==> src/rtl/core/assert_macros.svh <==
// assertion macros shared by the set operation engine rtl
// no dependencies; included by modules that carry concurrent checks
`ifndef ASSERT_MACROS_SVH
`define ASSERT_MACROS_SVH

// property that must hold at every clock edge outside reset
`define SSOE_ASSERT(lbl, clk, rst_n, prop, msg) \
    lbl: assert property (@(posedge clk) disable iff (!rst_n) (prop)) else $error(msg);

// implication whose consequent is checked in the cycle after the antecedent
`define SSOE_ASSERT_NEXT(lbl, clk, rst_n, ante, cons, msg) \
    lbl: assert property (@(posedge clk) disable iff (!rst_n) (ante) |=> (cons)) \
        else $error(msg);

`endif

==> src/rtl/core/ssoe_pkg.sv <==
// package for the set operation engine: codes, microcode word and program rom
// no dependencies; imported by small_set_operation_engine and the testbench
`timescale 1ns / 1ps
`default_nettype none

package ssoe_pkg;

    localparam int SET_SIZE_DEF = 16;
    localparam int DATA_W       = 32;

    // input kind codes
    localparam logic [1:0] KIND_A     = 2'd0;
    localparam logic [1:0] KIND_B     = 2'd1;
    localparam logic [1:0] KIND_QUERY = 2'd2;

    // operation register codes
    localparam logic [1:0] OPER_UNION = 2'd0;
    localparam logic [1:0] OPER_INTER = 2'd1;
    localparam logic [1:0] OPER_DIFF  = 2'd2;

    typedef logic [3:0] step_t;

    // program addresses
    localparam step_t ST_IDLE    = 4'd0;
    localparam step_t ST_INIT    = 4'd1;
    localparam step_t ST_OUTER   = 4'd2;
    localparam step_t ST_FETCH   = 4'd3;
    localparam step_t ST_SCAN    = 4'd4;
    localparam step_t ST_DECIDE  = 4'd5;
    localparam step_t ST_NEXT    = 4'd6;
    localparam step_t ST_ENDPASS = 4'd7;
    localparam step_t ST_FLUSH   = 4'd8;
    localparam step_t ST_QSTART  = 4'd9;
    localparam step_t ST_LAST    = ST_QSTART;

    // datapath action of one step
    typedef enum logic [3:0] {
        UOP_IDLE,
        UOP_INIT,
        UOP_ISSUE,
        UOP_FETCH,
        UOP_SCAN0,
        UOP_SCAN,
        UOP_DECIDE,
        UOP_NEXT,
        UOP_ENDPASS,
        UOP_FLUSH
    } uop_t;

    // jump condition of one step
    typedef enum logic [2:0] {
        COND_NEVER,
        COND_ALWAYS,
        COND_OUTER_DONE,
        COND_SCAN_MORE,
        COND_IS_QUERY,
        COND_TO_B
    } cond_t;

    typedef struct packed {
        uop_t  uop;
        cond_t cond;
        logic  stall;
        step_t target;
    } ctl_word_t;

    // microcode program: falls through to the next step when the condition is false
    function automatic ctl_word_t ucode_rom(input step_t s);
        ctl_word_t w;
        w = '{uop: UOP_IDLE, cond: COND_NEVER, stall: 1'b0, target: ST_IDLE};
        case (s)
            ST_IDLE:    w = '{UOP_IDLE,    COND_NEVER,      1'b0, ST_IDLE};
            ST_INIT:    w = '{UOP_INIT,    COND_NEVER,      1'b0, ST_IDLE};
            ST_OUTER:   w = '{UOP_ISSUE,   COND_OUTER_DONE, 1'b0, ST_ENDPASS};
            ST_FETCH:   w = '{UOP_FETCH,   COND_NEVER,      1'b0, ST_IDLE};
            ST_SCAN:    w = '{UOP_SCAN,    COND_SCAN_MORE,  1'b0, ST_SCAN};
            ST_DECIDE:  w = '{UOP_DECIDE,  COND_IS_QUERY,   1'b1, ST_IDLE};
            ST_NEXT:    w = '{UOP_NEXT,    COND_ALWAYS,     1'b0, ST_OUTER};
            ST_ENDPASS: w = '{UOP_ENDPASS, COND_TO_B,       1'b0, ST_OUTER};
            ST_FLUSH:   w = '{UOP_FLUSH,   COND_ALWAYS,     1'b1, ST_IDLE};
            ST_QSTART:  w = '{UOP_SCAN0,   COND_ALWAYS,     1'b0, ST_SCAN};
            default:    w = '{UOP_IDLE,    COND_ALWAYS,     1'b0, ST_IDLE};
        endcase
        return w;
    endfunction

endpackage

`default_nettype wire

==> src/rtl/core/small_set_operation_engine.sv <==
// set union / intersection / difference engine with membership query
// microcoded sequencer over two set memories; depends on ssoe_pkg, assert_macros.svh
// usage:
//   s_ channel carries one item per transaction: tdata = value, tuser = kind
//   (0 set A element, 1 set B element, 2 query against A), tlast = last of set.
//   m_ channel returns results: tdata = element, tuser[0] = is_empty,
//   tuser[1] = found, tlast = last item of the run.
//   cfg_wr_en / cfg_wr_data write the operation (0 union, 1 intersection,
//   2 difference); write it only while the block is idle.
// timing:
//   set elements are taken one per cycle while the block is idle. a query
//   scans the A memory one address per cycle, then returns its found flag.
//   the last B element starts a compute run over all A elements and, for union,
//   all B elements too; each outer element is fetched, scanned against its own
//   earlier entries and the other set, then decided on.
//   input is not taken while a query or compute run is in progress.
// reset: synchronous active-low; counts clear, both sets start fresh, operation
//   returns to union, output valid clears.
// stall: a single output register holds each result; the sequencer waits on its
//   emit steps until the receiver takes the previous result.
`timescale 1ns / 1ps
`default_nettype none

`include "assert_macros.svh"

module small_set_operation_engine import ssoe_pkg::*; #(
    parameter int SET_SIZE = SET_SIZE_DEF
) (
    input  wire logic                     aclk,
    input  wire logic                     aresetn,
    // configuration write
    input  wire logic                     cfg_wr_en,
    input  wire logic [1:0]               cfg_wr_data,
    // input stream
    input  wire logic                     s_tvalid,
    output logic                          s_tready,
    input  wire logic signed [DATA_W-1:0] s_tdata,   // [31:0] value
    input  wire logic [1:0]               s_tuser,   // [1:0] kind
    input  wire logic                     s_tlast,   // last_of_set
    // result stream
    output logic                          m_tvalid,
    input  wire logic                     m_tready,
    output logic signed [DATA_W-1:0]      m_tdata,   // [31:0] element
    output logic [1:0]                    m_tuser,   // [0] is_empty, [1] found
    output logic                          m_tlast    // last
);

    localparam int CNT_W = $clog2(SET_SIZE + 1);
    localparam int IDX_W = (SET_SIZE > 1) ? $clog2(SET_SIZE) : 1;

    typedef enum logic [1:0] {
        PH_A,
        PH_B,
        PH_QUERY
    } phase_t;

    // set memories with registered read data
    logic signed [DATA_W-1:0] a_mem [SET_SIZE];
    logic signed [DATA_W-1:0] b_mem [SET_SIZE];
    logic signed [DATA_W-1:0] q_a_reg, q_b_reg;

    // sequencer and datapath registers
    step_t                    step_reg, step_next;
    logic [1:0]               oper_reg, oper_next;
    logic [CNT_W-1:0]         count_a_reg, count_a_next;
    logic [CNT_W-1:0]         count_b_reg, count_b_next;
    logic                     a_closed_reg, a_closed_next;
    logic                     b_closed_reg, b_closed_next;
    phase_t                   phase_reg, phase_next;
    logic [CNT_W-1:0]         i_reg, i_next;
    logic [IDX_W-1:0]         k_reg, k_next;
    logic signed [DATA_W-1:0] cur_reg, cur_next;
    logic                     hit_dup_reg, hit_dup_next;
    logic                     hit_oth_reg, hit_oth_next;
    logic                     pend_valid_reg, pend_valid_next;
    logic signed [DATA_W-1:0] pend_reg, pend_next;
    logic                     m_valid_reg, m_valid_next;
    logic signed [DATA_W-1:0] m_data_reg, m_data_next;
    logic                     m_empty_reg, m_empty_next;
    logic                     m_found_reg, m_found_next;
    logic                     m_last_reg, m_last_next;

    ctl_word_t                cw;
    logic                     in_acc, out_busy, hold, cond_ok, keep;
    logic                     emit, emit_empty, emit_found, emit_last;
    logic signed [DATA_W-1:0] emit_elem;
    logic [IDX_W-1:0]         rd_addr;
    logic                     a_we, b_we;
    logic [IDX_W-1:0]         a_waddr, b_waddr;
    logic                     a_room, b_room;
    logic signed [DATA_W-1:0] own_q, oth_q;
    logic [CNT_W-1:0]         outer_cnt, dup_lim, oth_lim, scan_end, k_ext, k_inc;
    logic                     b_last_acc;

    assign cw       = ucode_rom(step_reg);
    assign s_tready = (cw.uop == UOP_IDLE);
    assign in_acc   = s_tvalid && s_tready;
    assign out_busy = m_valid_reg && !m_tready;
    assign hold     = cw.stall && out_busy;

    assign m_tvalid = m_valid_reg;
    assign m_tdata  = m_data_reg;
    assign m_tuser  = {m_found_reg, m_empty_reg};
    assign m_tlast  = m_last_reg;

    // operand routing by phase
    assign own_q     = (phase_reg == PH_B) ? q_b_reg : q_a_reg;
    assign oth_q     = (phase_reg == PH_A) ? q_b_reg : q_a_reg;
    assign outer_cnt = (phase_reg == PH_B) ? count_b_reg : count_a_reg;
    assign oth_lim   = (phase_reg == PH_A) ? count_b_reg : count_a_reg;
    assign dup_lim   = (phase_reg == PH_QUERY) ? '0 : i_reg;
    assign scan_end  = (dup_lim > oth_lim) ? dup_lim : oth_lim;
    assign k_ext     = CNT_W'(k_reg);
    assign k_inc     = k_ext + 1'b1;

    // load side write control
    assign a_room  = count_a_reg < CNT_W'(SET_SIZE);
    assign b_room  = count_b_reg < CNT_W'(SET_SIZE);
    assign a_we    = in_acc && (s_tuser == KIND_A) && (a_closed_reg || a_room);
    assign b_we    = in_acc && (s_tuser == KIND_B) && (b_closed_reg || b_room);
    assign a_waddr = a_closed_reg ? '0 : count_a_reg[IDX_W-1:0];
    assign b_waddr = b_closed_reg ? '0 : count_b_reg[IDX_W-1:0];

    // last B element taken, starts a compute run
    assign b_last_acc = in_acc && (s_tuser == KIND_B) && s_tlast;

    // memory read address from the current step
    always_comb begin
        case (cw.uop)
            UOP_ISSUE: rd_addr = i_reg[IDX_W-1:0];
            UOP_SCAN:  rd_addr = k_reg + 1'b1;
            default:   rd_addr = '0;
        endcase
    end

    // keep decision for the element held in cur
    always_comb begin
        case (phase_reg)
            PH_A: begin
                case (oper_reg)
                    OPER_UNION: keep = !hit_dup_reg;
                    OPER_INTER: keep = !hit_dup_reg && hit_oth_reg;
                    OPER_DIFF:  keep = !hit_dup_reg && !hit_oth_reg;
                    default:    keep = 1'b0;
                endcase
            end
            PH_B:    keep = !hit_dup_reg && !hit_oth_reg;
            default: keep = 1'b0;
        endcase
    end

    // jump condition
    always_comb begin
        case (cw.cond)
            COND_NEVER:      cond_ok = 1'b0;
            COND_ALWAYS:     cond_ok = 1'b1;
            COND_OUTER_DONE: cond_ok = i_reg >= outer_cnt;
            COND_SCAN_MORE:  cond_ok = k_inc < scan_end;
            COND_IS_QUERY:   cond_ok = phase_reg == PH_QUERY;
            COND_TO_B:       cond_ok = (phase_reg == PH_A) && (oper_reg == OPER_UNION);
            default:         cond_ok = 1'b0;
        endcase
    end

    // next state of sequencer and datapath
    always_comb begin
        step_next       = step_reg;
        oper_next       = oper_reg;
        count_a_next    = count_a_reg;
        count_b_next    = count_b_reg;
        a_closed_next   = a_closed_reg;
        b_closed_next   = b_closed_reg;
        phase_next      = phase_reg;
        i_next          = i_reg;
        k_next          = k_reg;
        cur_next        = cur_reg;
        hit_dup_next    = hit_dup_reg;
        hit_oth_next    = hit_oth_reg;
        pend_valid_next = pend_valid_reg;
        pend_next       = pend_reg;
        emit            = 1'b0;
        emit_elem       = '0;
        emit_empty      = 1'b0;
        emit_found      = 1'b0;
        emit_last       = 1'b0;

        if (cfg_wr_en) begin
            oper_next = cfg_wr_data;
        end

        if (!hold) begin
            case (cw.uop)
                UOP_IDLE: begin
                    if (in_acc) begin
                        case (s_tuser)
                            KIND_A: begin
                                count_a_next  = a_closed_reg ? CNT_W'(1) :
                                                (a_room ? count_a_reg + 1'b1 : count_a_reg);
                                a_closed_next = s_tlast;
                            end
                            KIND_B: begin
                                count_b_next  = b_closed_reg ? CNT_W'(1) :
                                                (b_room ? count_b_reg + 1'b1 : count_b_reg);
                                b_closed_next = s_tlast;
                                if (s_tlast) begin
                                    step_next = ST_INIT;
                                end
                            end
                            KIND_QUERY: begin
                                cur_next   = s_tdata;
                                phase_next = PH_QUERY;
                                step_next  = ST_QSTART;
                            end
                            default: ;
                        endcase
                    end
                end
                UOP_INIT: begin
                    phase_next      = PH_A;
                    i_next          = '0;
                    pend_valid_next = 1'b0;
                end
                UOP_FETCH: begin
                    cur_next     = own_q;
                    k_next       = '0;
                    hit_dup_next = 1'b0;
                    hit_oth_next = 1'b0;
                end
                UOP_SCAN0: begin
                    k_next       = '0;
                    hit_dup_next = 1'b0;
                    hit_oth_next = 1'b0;
                end
                UOP_SCAN: begin
                    if ((k_ext < dup_lim) && (own_q == cur_reg)) begin
                        hit_dup_next = 1'b1;
                    end
                    if ((k_ext < oth_lim) && (oth_q == cur_reg)) begin
                        hit_oth_next = 1'b1;
                    end
                    k_next = k_reg + 1'b1;
                end
                UOP_DECIDE: begin
                    if (phase_reg == PH_QUERY) begin
                        emit       = 1'b1;
                        emit_found = hit_oth_reg;
                        emit_last  = 1'b1;
                    end else if (keep) begin
                        // the previous kept element is now known not to be last
                        if (pend_valid_reg) begin
                            emit      = 1'b1;
                            emit_elem = pend_reg;
                        end
                        pend_next       = cur_reg;
                        pend_valid_next = 1'b1;
                    end
                end
                UOP_NEXT: begin
                    i_next = i_reg + 1'b1;
                end
                UOP_ENDPASS: begin
                    if (cond_ok) begin
                        phase_next = PH_B;
                        i_next     = '0;
                    end
                end
                UOP_FLUSH: begin
                    emit       = 1'b1;
                    emit_last  = 1'b1;
                    emit_elem  = pend_valid_reg ? pend_reg : '0;
                    emit_empty = !pend_valid_reg;
                end
                default: ;
            endcase

            if (cw.uop != UOP_IDLE) begin
                step_next = cond_ok ? cw.target : step_reg + 1'b1;
            end
        end

        // output register
        m_valid_next = m_valid_reg;
        m_data_next  = m_data_reg;
        m_empty_next = m_empty_reg;
        m_found_next = m_found_reg;
        m_last_next  = m_last_reg;
        if (emit) begin
            m_valid_next = 1'b1;
            m_data_next  = emit_elem;
            m_empty_next = emit_empty;
            m_found_next = emit_found;
            m_last_next  = emit_last;
        end else if (m_tready) begin
            m_valid_next = 1'b0;
        end
    end

    // state and registered outputs
    always_ff @(posedge aclk) begin
        if (!aresetn) begin
            step_reg       <= ST_IDLE;
            oper_reg       <= OPER_UNION;
            count_a_reg    <= '0;
            count_b_reg    <= '0;
            a_closed_reg   <= 1'b1;
            b_closed_reg   <= 1'b1;
            phase_reg      <= PH_A;
            i_reg          <= '0;
            k_reg          <= '0;
            hit_dup_reg    <= 1'b0;
            hit_oth_reg    <= 1'b0;
            pend_valid_reg <= 1'b0;
            m_valid_reg    <= 1'b0;
        end else begin
            step_reg       <= step_next;
            oper_reg       <= oper_next;
            count_a_reg    <= count_a_next;
            count_b_reg    <= count_b_next;
            a_closed_reg   <= a_closed_next;
            b_closed_reg   <= b_closed_next;
            phase_reg      <= phase_next;
            i_reg          <= i_next;
            k_reg          <= k_next;
            hit_dup_reg    <= hit_dup_next;
            hit_oth_reg    <= hit_oth_next;
            pend_valid_reg <= pend_valid_next;
            m_valid_reg    <= m_valid_next;
        end
        cur_reg     <= cur_next;
        pend_reg    <= pend_next;
        m_data_reg  <= m_data_next;
        m_empty_reg <= m_empty_next;
        m_found_reg <= m_found_next;
        m_last_reg  <= m_last_next;
    end

    // set A memory
    always_ff @(posedge aclk) begin
        if (a_we) begin
            a_mem[a_waddr] <= s_tdata;
        end
        q_a_reg <= a_mem[rd_addr];
    end

    // set B memory
    always_ff @(posedge aclk) begin
        if (b_we) begin
            b_mem[b_waddr] <= s_tdata;
        end
        q_b_reg <= b_mem[rd_addr];
    end

    // checks
    `SSOE_ASSERT(a_count_bound, aclk, aresetn, count_a_reg <= CNT_W'(SET_SIZE), "count_a overflow")
    `SSOE_ASSERT(b_count_bound, aclk, aresetn, count_b_reg <= CNT_W'(SET_SIZE), "count_b overflow")
    `SSOE_ASSERT(no_overwrite, aclk, aresetn, !(emit && out_busy), "result overwritten")
    `SSOE_ASSERT(step_in_program, aclk, aresetn, step_reg <= ST_LAST, "step outside program")
    `SSOE_ASSERT_NEXT(b_last_go, aclk, aresetn, b_last_acc, step_reg == ST_INIT, "no compute start")

endmodule

`default_nettype wire

==> config.mk <==
export PLATFORM = sky130hd
export DESIGN_NAME = small_set_operation_engine
export DESIGN_NICKNAME = d
export VERILOG_FILES = /design/src/rtl/core/ssoe_pkg.sv /design/src/rtl/core/small_set_operation_engine.sv
export VERILOG_INCLUDE_DIRS = /design/src /design/src/rtl/core
export SDC_FILE = /design/constraint.sdc
export NUM_CORES = 1
export LEC_CHECK = 0
export BUFFER_PORTS_ARGS = -buffer_cell sky130_fd_sc_hd__buf_2
export CORE_UTILIZATION = 60
export DETAILED_ROUTE_END_ITERATION = 10
export PLACE_DENSITY = 0.77
export SLEW_MARGIN = 20
export SYNTH_ARGS = -nofsm -noshare
export SYNTH_HDL_FRONTEND = slang
export SYNTH_SLANG_ARGS = --single-unit
==> constraint.sdc <==
create_clock -name aclk -period 8.5 [get_ports aclk]
set_input_delay 1.7 -clock aclk [delete_from_list [all_inputs] [get_ports aclk]]
set_output_delay 1.7 -clock aclk [all_outputs]
set_load 0.01 [all_outputs]
==> impl_metrics.json, run 1 <==
{
  "synth_seq_cells": 1231,
  "die_w_um": 286,
  "grt.total_usage_pct": 28.2,
  "hold_class": "reg -> reg",
  "worstMarginPinSlew_ns": 1.14,
  "cts-resized-gates": 0,
  "wl_met1_um": 45300,
  "cts_sinks": 1231,
  "endpoint": "cw[8]$_DFF_P_",
  "rsz0062_at_grt": "no",
  "cp-start-kind": "flop",
  "ys_seq_area_share_pct": 74.0,
  "cap_violations": 0,
  "drive_gt1_share_pct": 21.9,
  "ctsHoldBuffers": 0,
  "skew_ns": 0.0289,
  "wl_per_cell_um": 29.1,
  "synth.distinct_cells": 72,
  "synth_compound_area_share_pct": 3.94,
  "synth.avg_cell_area_um2": 18.4,
  "regToRegEndpoint": "cw[8]$_DFF_P_",
  "vias": 25500,
  "placementRows": 103,
  "synth.top_cell.area_share_pct": 69.5,
  "worstPathArrival_ns": 7.49,
  "setup_tns_ns": 0,
  "cp_num_buf_inv": 2,
  "r2r_cells": 22,
  "wl_met2_um": 55100,
  "fillers": 4926,
  "reg_top3": "a_mem x512, b_mem x512",
  "async_reset_ff_share_pct": 0,
  "initial_core_util_pct": 61.0,
  "synth_most_common_cell": "edfxtp_1",
  "wl_um": 113000,
  "worst_setup_path_end_kind": "flop",
  "top_layer_used": "met5",
  "drc": 0,
  "antenna_found_initial": 4,
  "cpMaxStageDelayCell": "nor2_4",
  "synth-xor-area-share_pct": 1.30,
  "coreArea_um2": 79500,
  "synthSimpleGateAreaFrac_pct": 5.15,
  "finalCritPeriodShare_pct": 81.6,
  "r2r_start": "phase_reg[0]$_SDFFE_PN0P_",
  "synth_top_area_cell": "edfxtp_1",
  "slew_viol_final": 0,
  "die_area_um2": 82000,
  "synthTopCellsByArea": "edfxtp_1 (70%), mux4_2 (12%), dfxtp_1 (4.5%), mux2i_1 (1.6%), nand2_1 (1.3%)",
  "final_cells": 3884,
  "synthMuxAreaShare_pct": 13.6,
  "post_cts_buffers": 0,
  "final_cell_area_um2": 54200,
  "area_delta_synth_final_pct": 11.8,
  "synth_fa_ha_area_share_pct": 0.666,
  "io_buffers": 78,
  "dp_hpwl_um": 63600,
  "hold_violations": 0,
  "via_per_inst": 6.57,
  "post-route-min-period_ns": 6.93,
  "synth_ff_type": "edfxtp_1",
  "synthTopCellsByCount": "edfxtp_1 (1123), mux4_2 (256), nand2_1 (174)",
  "cts_buffers": 114,
  "fmax_ghz": 0.144,
  "crit_path_max_incr_delay_ns": 0.70,
  "grt_pass1_wl_um": 168000,
  "netlist_instances": 2637,
  "path_common_cell": "a21o_1",
  "path_cells": "nor2_4 -> buf_4 -> a21o_1 -> o21ai_1 -> o41a_1 -> a22oi_1 -> mux2_2 -> ha_1 -> a21o_1 -> a21o_1 -> a21oi_1 -> nor2_1 -> a211o_1 -> nor3_1 -> nor2_1 -> mux2i_1 -> o22ai_1 -> inv_1 -> ha_1 -> nand2_1 -> a211oi_1 -> or3_1",
  "ir_drop_v": 0.000166,
  "clk_latency_ns": 0.68,
  "dpl_cell_area_um2": 50300,
  "nets": 2802,
  "seq_area_um2": 35900,
  "crit_family": "compound AO/OA/AOI/OAI gates",
  "routabilityCongestion": 0.864,
  "critPathMaxFanout": 21,
  "cp_num_cells": 22,
  "multiInputGateArea_um2": 12200,
  "placed_cells_incl_taps": 3668,
  "ioPinCount": 79,
  "synth_edf_count": 1123,
  "netlist_area_um2": 48500,
  "drtAntennaViolNets": 0,
  "cts_tree": "yes",
  "synth_warnings": 0,
  "r2r_slack_ns": 1.57,
  "met3_length_um": 9600,
  "setup_viol": 0,
  "outcome": "finished, final reports clean",
  "crit_type": "reg -> reg",
  "slew_headroom_pct": 24.2,
  "timing.hold.ws_ns": 0.520,
  "clk_pin_slew_ns": 0.06,
  "first_iter_violations": 2778,
  "worstSetupStartpoint": "phase_reg[0]$_SDFFE_PN0P_",
  "p_leak_nw": 17.3,
  "cts_htree_levels": 3,
  "synth_top_family_by_area": "multiplexers",
  "grt_pass1_vias": 25700,
  "grt_max_degree": 154,
  "powerDensity_nw_per_um2": 248,
  "cp.required_ns": 9.06,
  "grt_overflow": 0,
  "clock_path_buffers": 3,
  "die_h_um": 286,
  "drt_pre_antenna_iters": 5,
  "syn-num-nets": 2704,
  "root_buffer": "clkbuf_16"
}
worst min path at each step:
stage / start / end / slack (ns) / cells after the start
finish: pend_reg[21]$_DFFE_PP_ / m_tdata[21]$_SDFFCE_PP0P_ / 0.52 / 1
floorplan: hit_dup_reg$_SDFFE_PN0P_ / hit_dup_reg$_SDFFE_PN0P_ / 0.43 / 2
detailed placement: pend_reg[30]$_DFFE_PP_ / m_tdata[30]$_SDFFCE_PP0P_ / 0.51 / 1
global route: pend_reg[13]$_DFFE_PP_ / m_tdata[13]$_SDFFCE_PP0P_ / 0.54 / 1
CTS: pend_reg[21]$_DFFE_PP_ / m_tdata[21]$_SDFFCE_PP0P_ / 0.52 / 1
global placement: pend_reg[21]$_DFFE_PP_ / m_tdata[21]$_SDFFCE_PP0P_ / 0.50 / 1
report_power, final:
part	switching (W)	total [W]	internal, W
combinational	0.000839	0.00135	0.000510
sequential	0.000161	0.00694	0.00678
clock	0.00218	0.00517	0.00299
cells in the final DEF, fill, tap and decap left out, drive strengths merged, types with 31 or more instances in the layout:
| cell type | synthesis | final |
|---|---|---|
| a211oi | 70 | 70 |
| a21oi | 68 | 68 |
| a31oi | 72 | 72 |
| and2 | 100 | 100 |
| buf | 50 | 131 |
| clkbuf | 99 | 160 |
| clkinv | 2 | 44 |
| dfxtp | 108 | 108 |
| edfxtp | 1123 | 1123 |
| mux2i | 77 | 77 |
| mux4 | 256 | 256 |
| nand2 | 174 | 174 |
| nor2 | 127 | 127 |
| xnor2 | 31 | 31 |
| xor2 | 41 | 41 |
through the flow:
step / setup WS, ns / total power, W / util, %
6_report: 1.57 / 0.0135 / 68.2
5_1_grt: 1.20 / 0.0138 / 68.1
4_1_cts: 1.71 / 0.0135 / 68.1
3_5_place_dp: 1.75 / 0.00839 / 63.3
3_3_place_gp: 1.72 / 0.00836 / 63.3
2_1_floorplan: 2.09 / 0.00791 / -
layout make-up:
cell class                 count  area share, %
inverter                      15          0.104
antenna                        2        0.00924
sequential                  1231           66.2
clock inverter                53           1.04
multi-input combinational   1242           22.6
clock buffer                 160           6.06
timing repair buffer         131           1.57
tap                         1050           2.42
layer usage:
layer | track usage, % | vias to the layer above
li1 | - | 10700
met1 | 40.7 | 13200
met2 | 45.6 | 1369
met3 | 3.66 | 193
met4 | 8.29 | 2
met5 | 0 | -
cells by family after synthesis:
group | count (synthesis)
buffers and inverters | 164
xor gates and xnor gates | 72
and+or+nand+nor | 518
muxes | 337
adders and majority gates | 26
AOI/OAI and AO/OA | 289
DFF | 1231
No activity file was read; power rests on OpenSTA's default activity.
==> run 2: changes to the inputs <==
--- a/config.mk
+++ b/config.mk
@@ -7,9 +7,9 @@
 export NUM_CORES = 1
 export LEC_CHECK = 0
 export BUFFER_PORTS_ARGS = -buffer_cell sky130_fd_sc_hd__buf_2
-export CORE_UTILIZATION = 60
+export CORE_UTILIZATION = 56
 export DETAILED_ROUTE_END_ITERATION = 10
-export PLACE_DENSITY = 0.77
+export PLACE_DENSITY = 0.75
 export SLEW_MARGIN = 20
 export SYNTH_ARGS = -nofsm -noshare
 export SYNTH_HDL_FRONTEND = slang
==> constraint.sdc (replaced) <==
create_clock -name aclk -period 6.28 [get_ports aclk]
set_input_delay 1.256 -clock aclk [delete_from_list [all_inputs] [get_ports aclk]]
set_output_delay 1.256 -clock aclk [all_outputs]
set_load 0.01 [all_outputs]
==> run 2 against run 1 <==
  * Critical path depth unchanged
  * Clock-buffer cell count down 5
  * Sequential power up 36%
  * First-iteration DRC count up 15%
  * Cell count up 3.2%
  * Worst hold slack worse by 0.0080 ns
  * Total power up 36%
  * Largest power group unchanged
  * Highest routed layer unchanged
==> impl_metrics.json, run 2 (synthesized netlist as in run 1, its figures left out) <==
{
  "total_power_w": 0.0183,
  "final_cell_area_um2": 54900,
  "clk_latency_ns": 0.71,
  "via_per_inst": 6.45,
  "fillers": 5683,
  "nets": 2829,
  "drive_gt1_share_pct": 22.9,
  "worstMarginPinSlew_ns": 1.18,
  "skew_ns": 0.0496,
  "die_w_um": 296,
  "clock_path_buffers": 3,
  "layout_commonest_cell": "edfxtp_1",
  "io_buffers": 78,
  "initial_core_util_pct": 56.8,
  "post_cts_buffers": 0,
  "fmax_ghz": 0.171,
  "cap_violations": 0,
  "antenna_found_initial": 6,
  "hold_violations": 0,
  "die_area_um2": 87800,
  "powerDensity_nw_per_um2": 333,
  "dp_hpwl_um": 70600,
  "cts-resized-gates": 0,
  "rsz0062_at_grt": "no",
  "wl_um": 116000,
  "worst_setup_path_end_kind": "flop",
  "cts_sinks": 1231,
  "fin_util_pct": 64.3,
  "drc": 0,
  "layout_common_cells": "edfxtp_1 (1123), mux4_2 (256), nand2_1 (173)",
  "die_h_um": 296,
  "worstPathArrival_ns": 6.40,
  "crit_type": "reg -> reg",
  "ctsHoldBuffers": 0,
  "critPathMaxFanout": 9,
  "hold_class": "reg -> reg",
  "cp-start-kind": "flop",
  "routabilityCongestion": 0.883,
  "cts_buffers": 117,
  "ir_drop_v": 0.000234,
  "coreArea_um2": 85400,
  "clk_pin_slew_ns": 0.06,
  "grt_max_degree": 113,
  "setup_tns_ns": 0,
  "grt_overflow": 0,
  "cp.required_ns": 6.85,
  "cts_tree": "yes",
  "drt_pre_antenna_iters": 6,
  "first_iter_violations": 3185,
  "post-route-min-period_ns": 5.83,
  "vias": 25900,
  "grt_pass1_wl_um": 170000,
  "root_buffer": "clkbuf_16",
  "slew_viol_final": 0,
  "outcome": "finished, final reports clean",
  "slew_headroom_pct": 20.5,
  "setup_viol": 0,
  "reg_top3": "a_mem x512, b_mem x512",
  "area_delta_synth_final_pct": 13.3,
  "p_leak_nw": 17.6,
  "drtAntennaViolNets": 0,
  "wl_per_cell_um": 28.9,
  "grt.total_usage_pct": 27.0,
  "grt_pass1_vias": 25800,
  "cts_htree_levels": 3,
  "ioPinCount": 79,
  "finalCritPeriodShare_pct": 92.9,
  "placementRows": 107,
  "dpl_cell_area_um2": 51000
}
-- run 2: cell count changes in the layout (fill, tap and decap cells not counted), sizes merged, moves of 4 or more --
cell      delta
clkbuf       -5
inv          +4
clkinvlp     +8
buf         +24
-- run 2: metrics by stage --
step	setup WS, ns	cells	hold WS, ns
2_1_floorplan	0.0591	2637	0.433
3_3_place_gp	0.510	3767	0.500
3_5_place_dp	0.512	3786	0.507
4_1_cts	0.491	4006	0.521
5_1_grt	0.103	4008	0.540
6_report	0.447	4008	0.512
-- run 2: worst paths after layout --
path / startpoint / slack, ns / depth (start not counted) / endpoint
hold / removal: pend_reg[15]$_DFFE_PP_ / 0.51 / 1 / m_tdata[15]$_SDFFCE_PP0P_
hold reg to reg: pend_reg[15]$_DFFE_PP_ / 0.51 / 1 / m_tdata[15]$_SDFFCE_PP0P_
setup reg to reg: phase_reg[1]$_SDFFE_PN0P_ / 0.45 / 22 / cw[8]$_DFF_P_
setup / recovery: phase_reg[1]$_SDFFE_PN0P_ / 0.45 / 22 / cw[8]$_DFF_P_
-- run 2: report_power, final --
part           switching (W)  internal (W)  total, W  leakage (nW)
clock                0.00303       0.00402   0.00704          1.90
sequential          0.000230       0.00918   0.00941          10.9
combinational        0.00114      0.000696   0.00184          4.72
-- run 2: layout make-up --
type / count / area (um2) / share of cell area, %
multi-input cells: 1242 / 12200 / 22.3
flip-flops and latches: 1231 / 35900 / 65.3
clock inverters: 65 / 628 / 1.14
well taps: 1144 / 1430 / 2.60
clock buffers: 155 / 3250 / 5.92
diodes: 1 / 2.50 / 0.00455
repair buffers: 155 / 1460 / 2.66
inverters: 15 / 56.3 / 0.102
-- run 2: critical path, stage by stage (launching register included) --
cell and delay, ns:
dfxtp_1 0.44, nor2_4 0.28, mux2i_1 0.36, ha_1 0.21, o21ai_1 0.10, o41a_1 0.51
a22oi_1 0.36, mux2_2 0.39, ha_1 0.32, a21o_1 0.16, a21o_1 0.18, a21oi_1 0.26
nor2_1 0.08, a211o_1 0.22, nor3_1 0.25, nor2_1 0.12, mux2i_1 0.18, o22ai_1 0.34
inv_1 0.16, ha_1 0.24, nand2_1 0.11, a211oi_1 0.09, or3_1 0.33
-- run 2: layer usage --
layer / vias to the layer above / GRT usage [%] / wire length, um
met3: 233 / 5.01 / 11200
li1: 10800 / - / -
met4: 8 / 9.86 / 3940
met1: 13300 / 38.1 / 45500
met2: 1472 / 42.5 / 55300
met5: - / 0 / 41
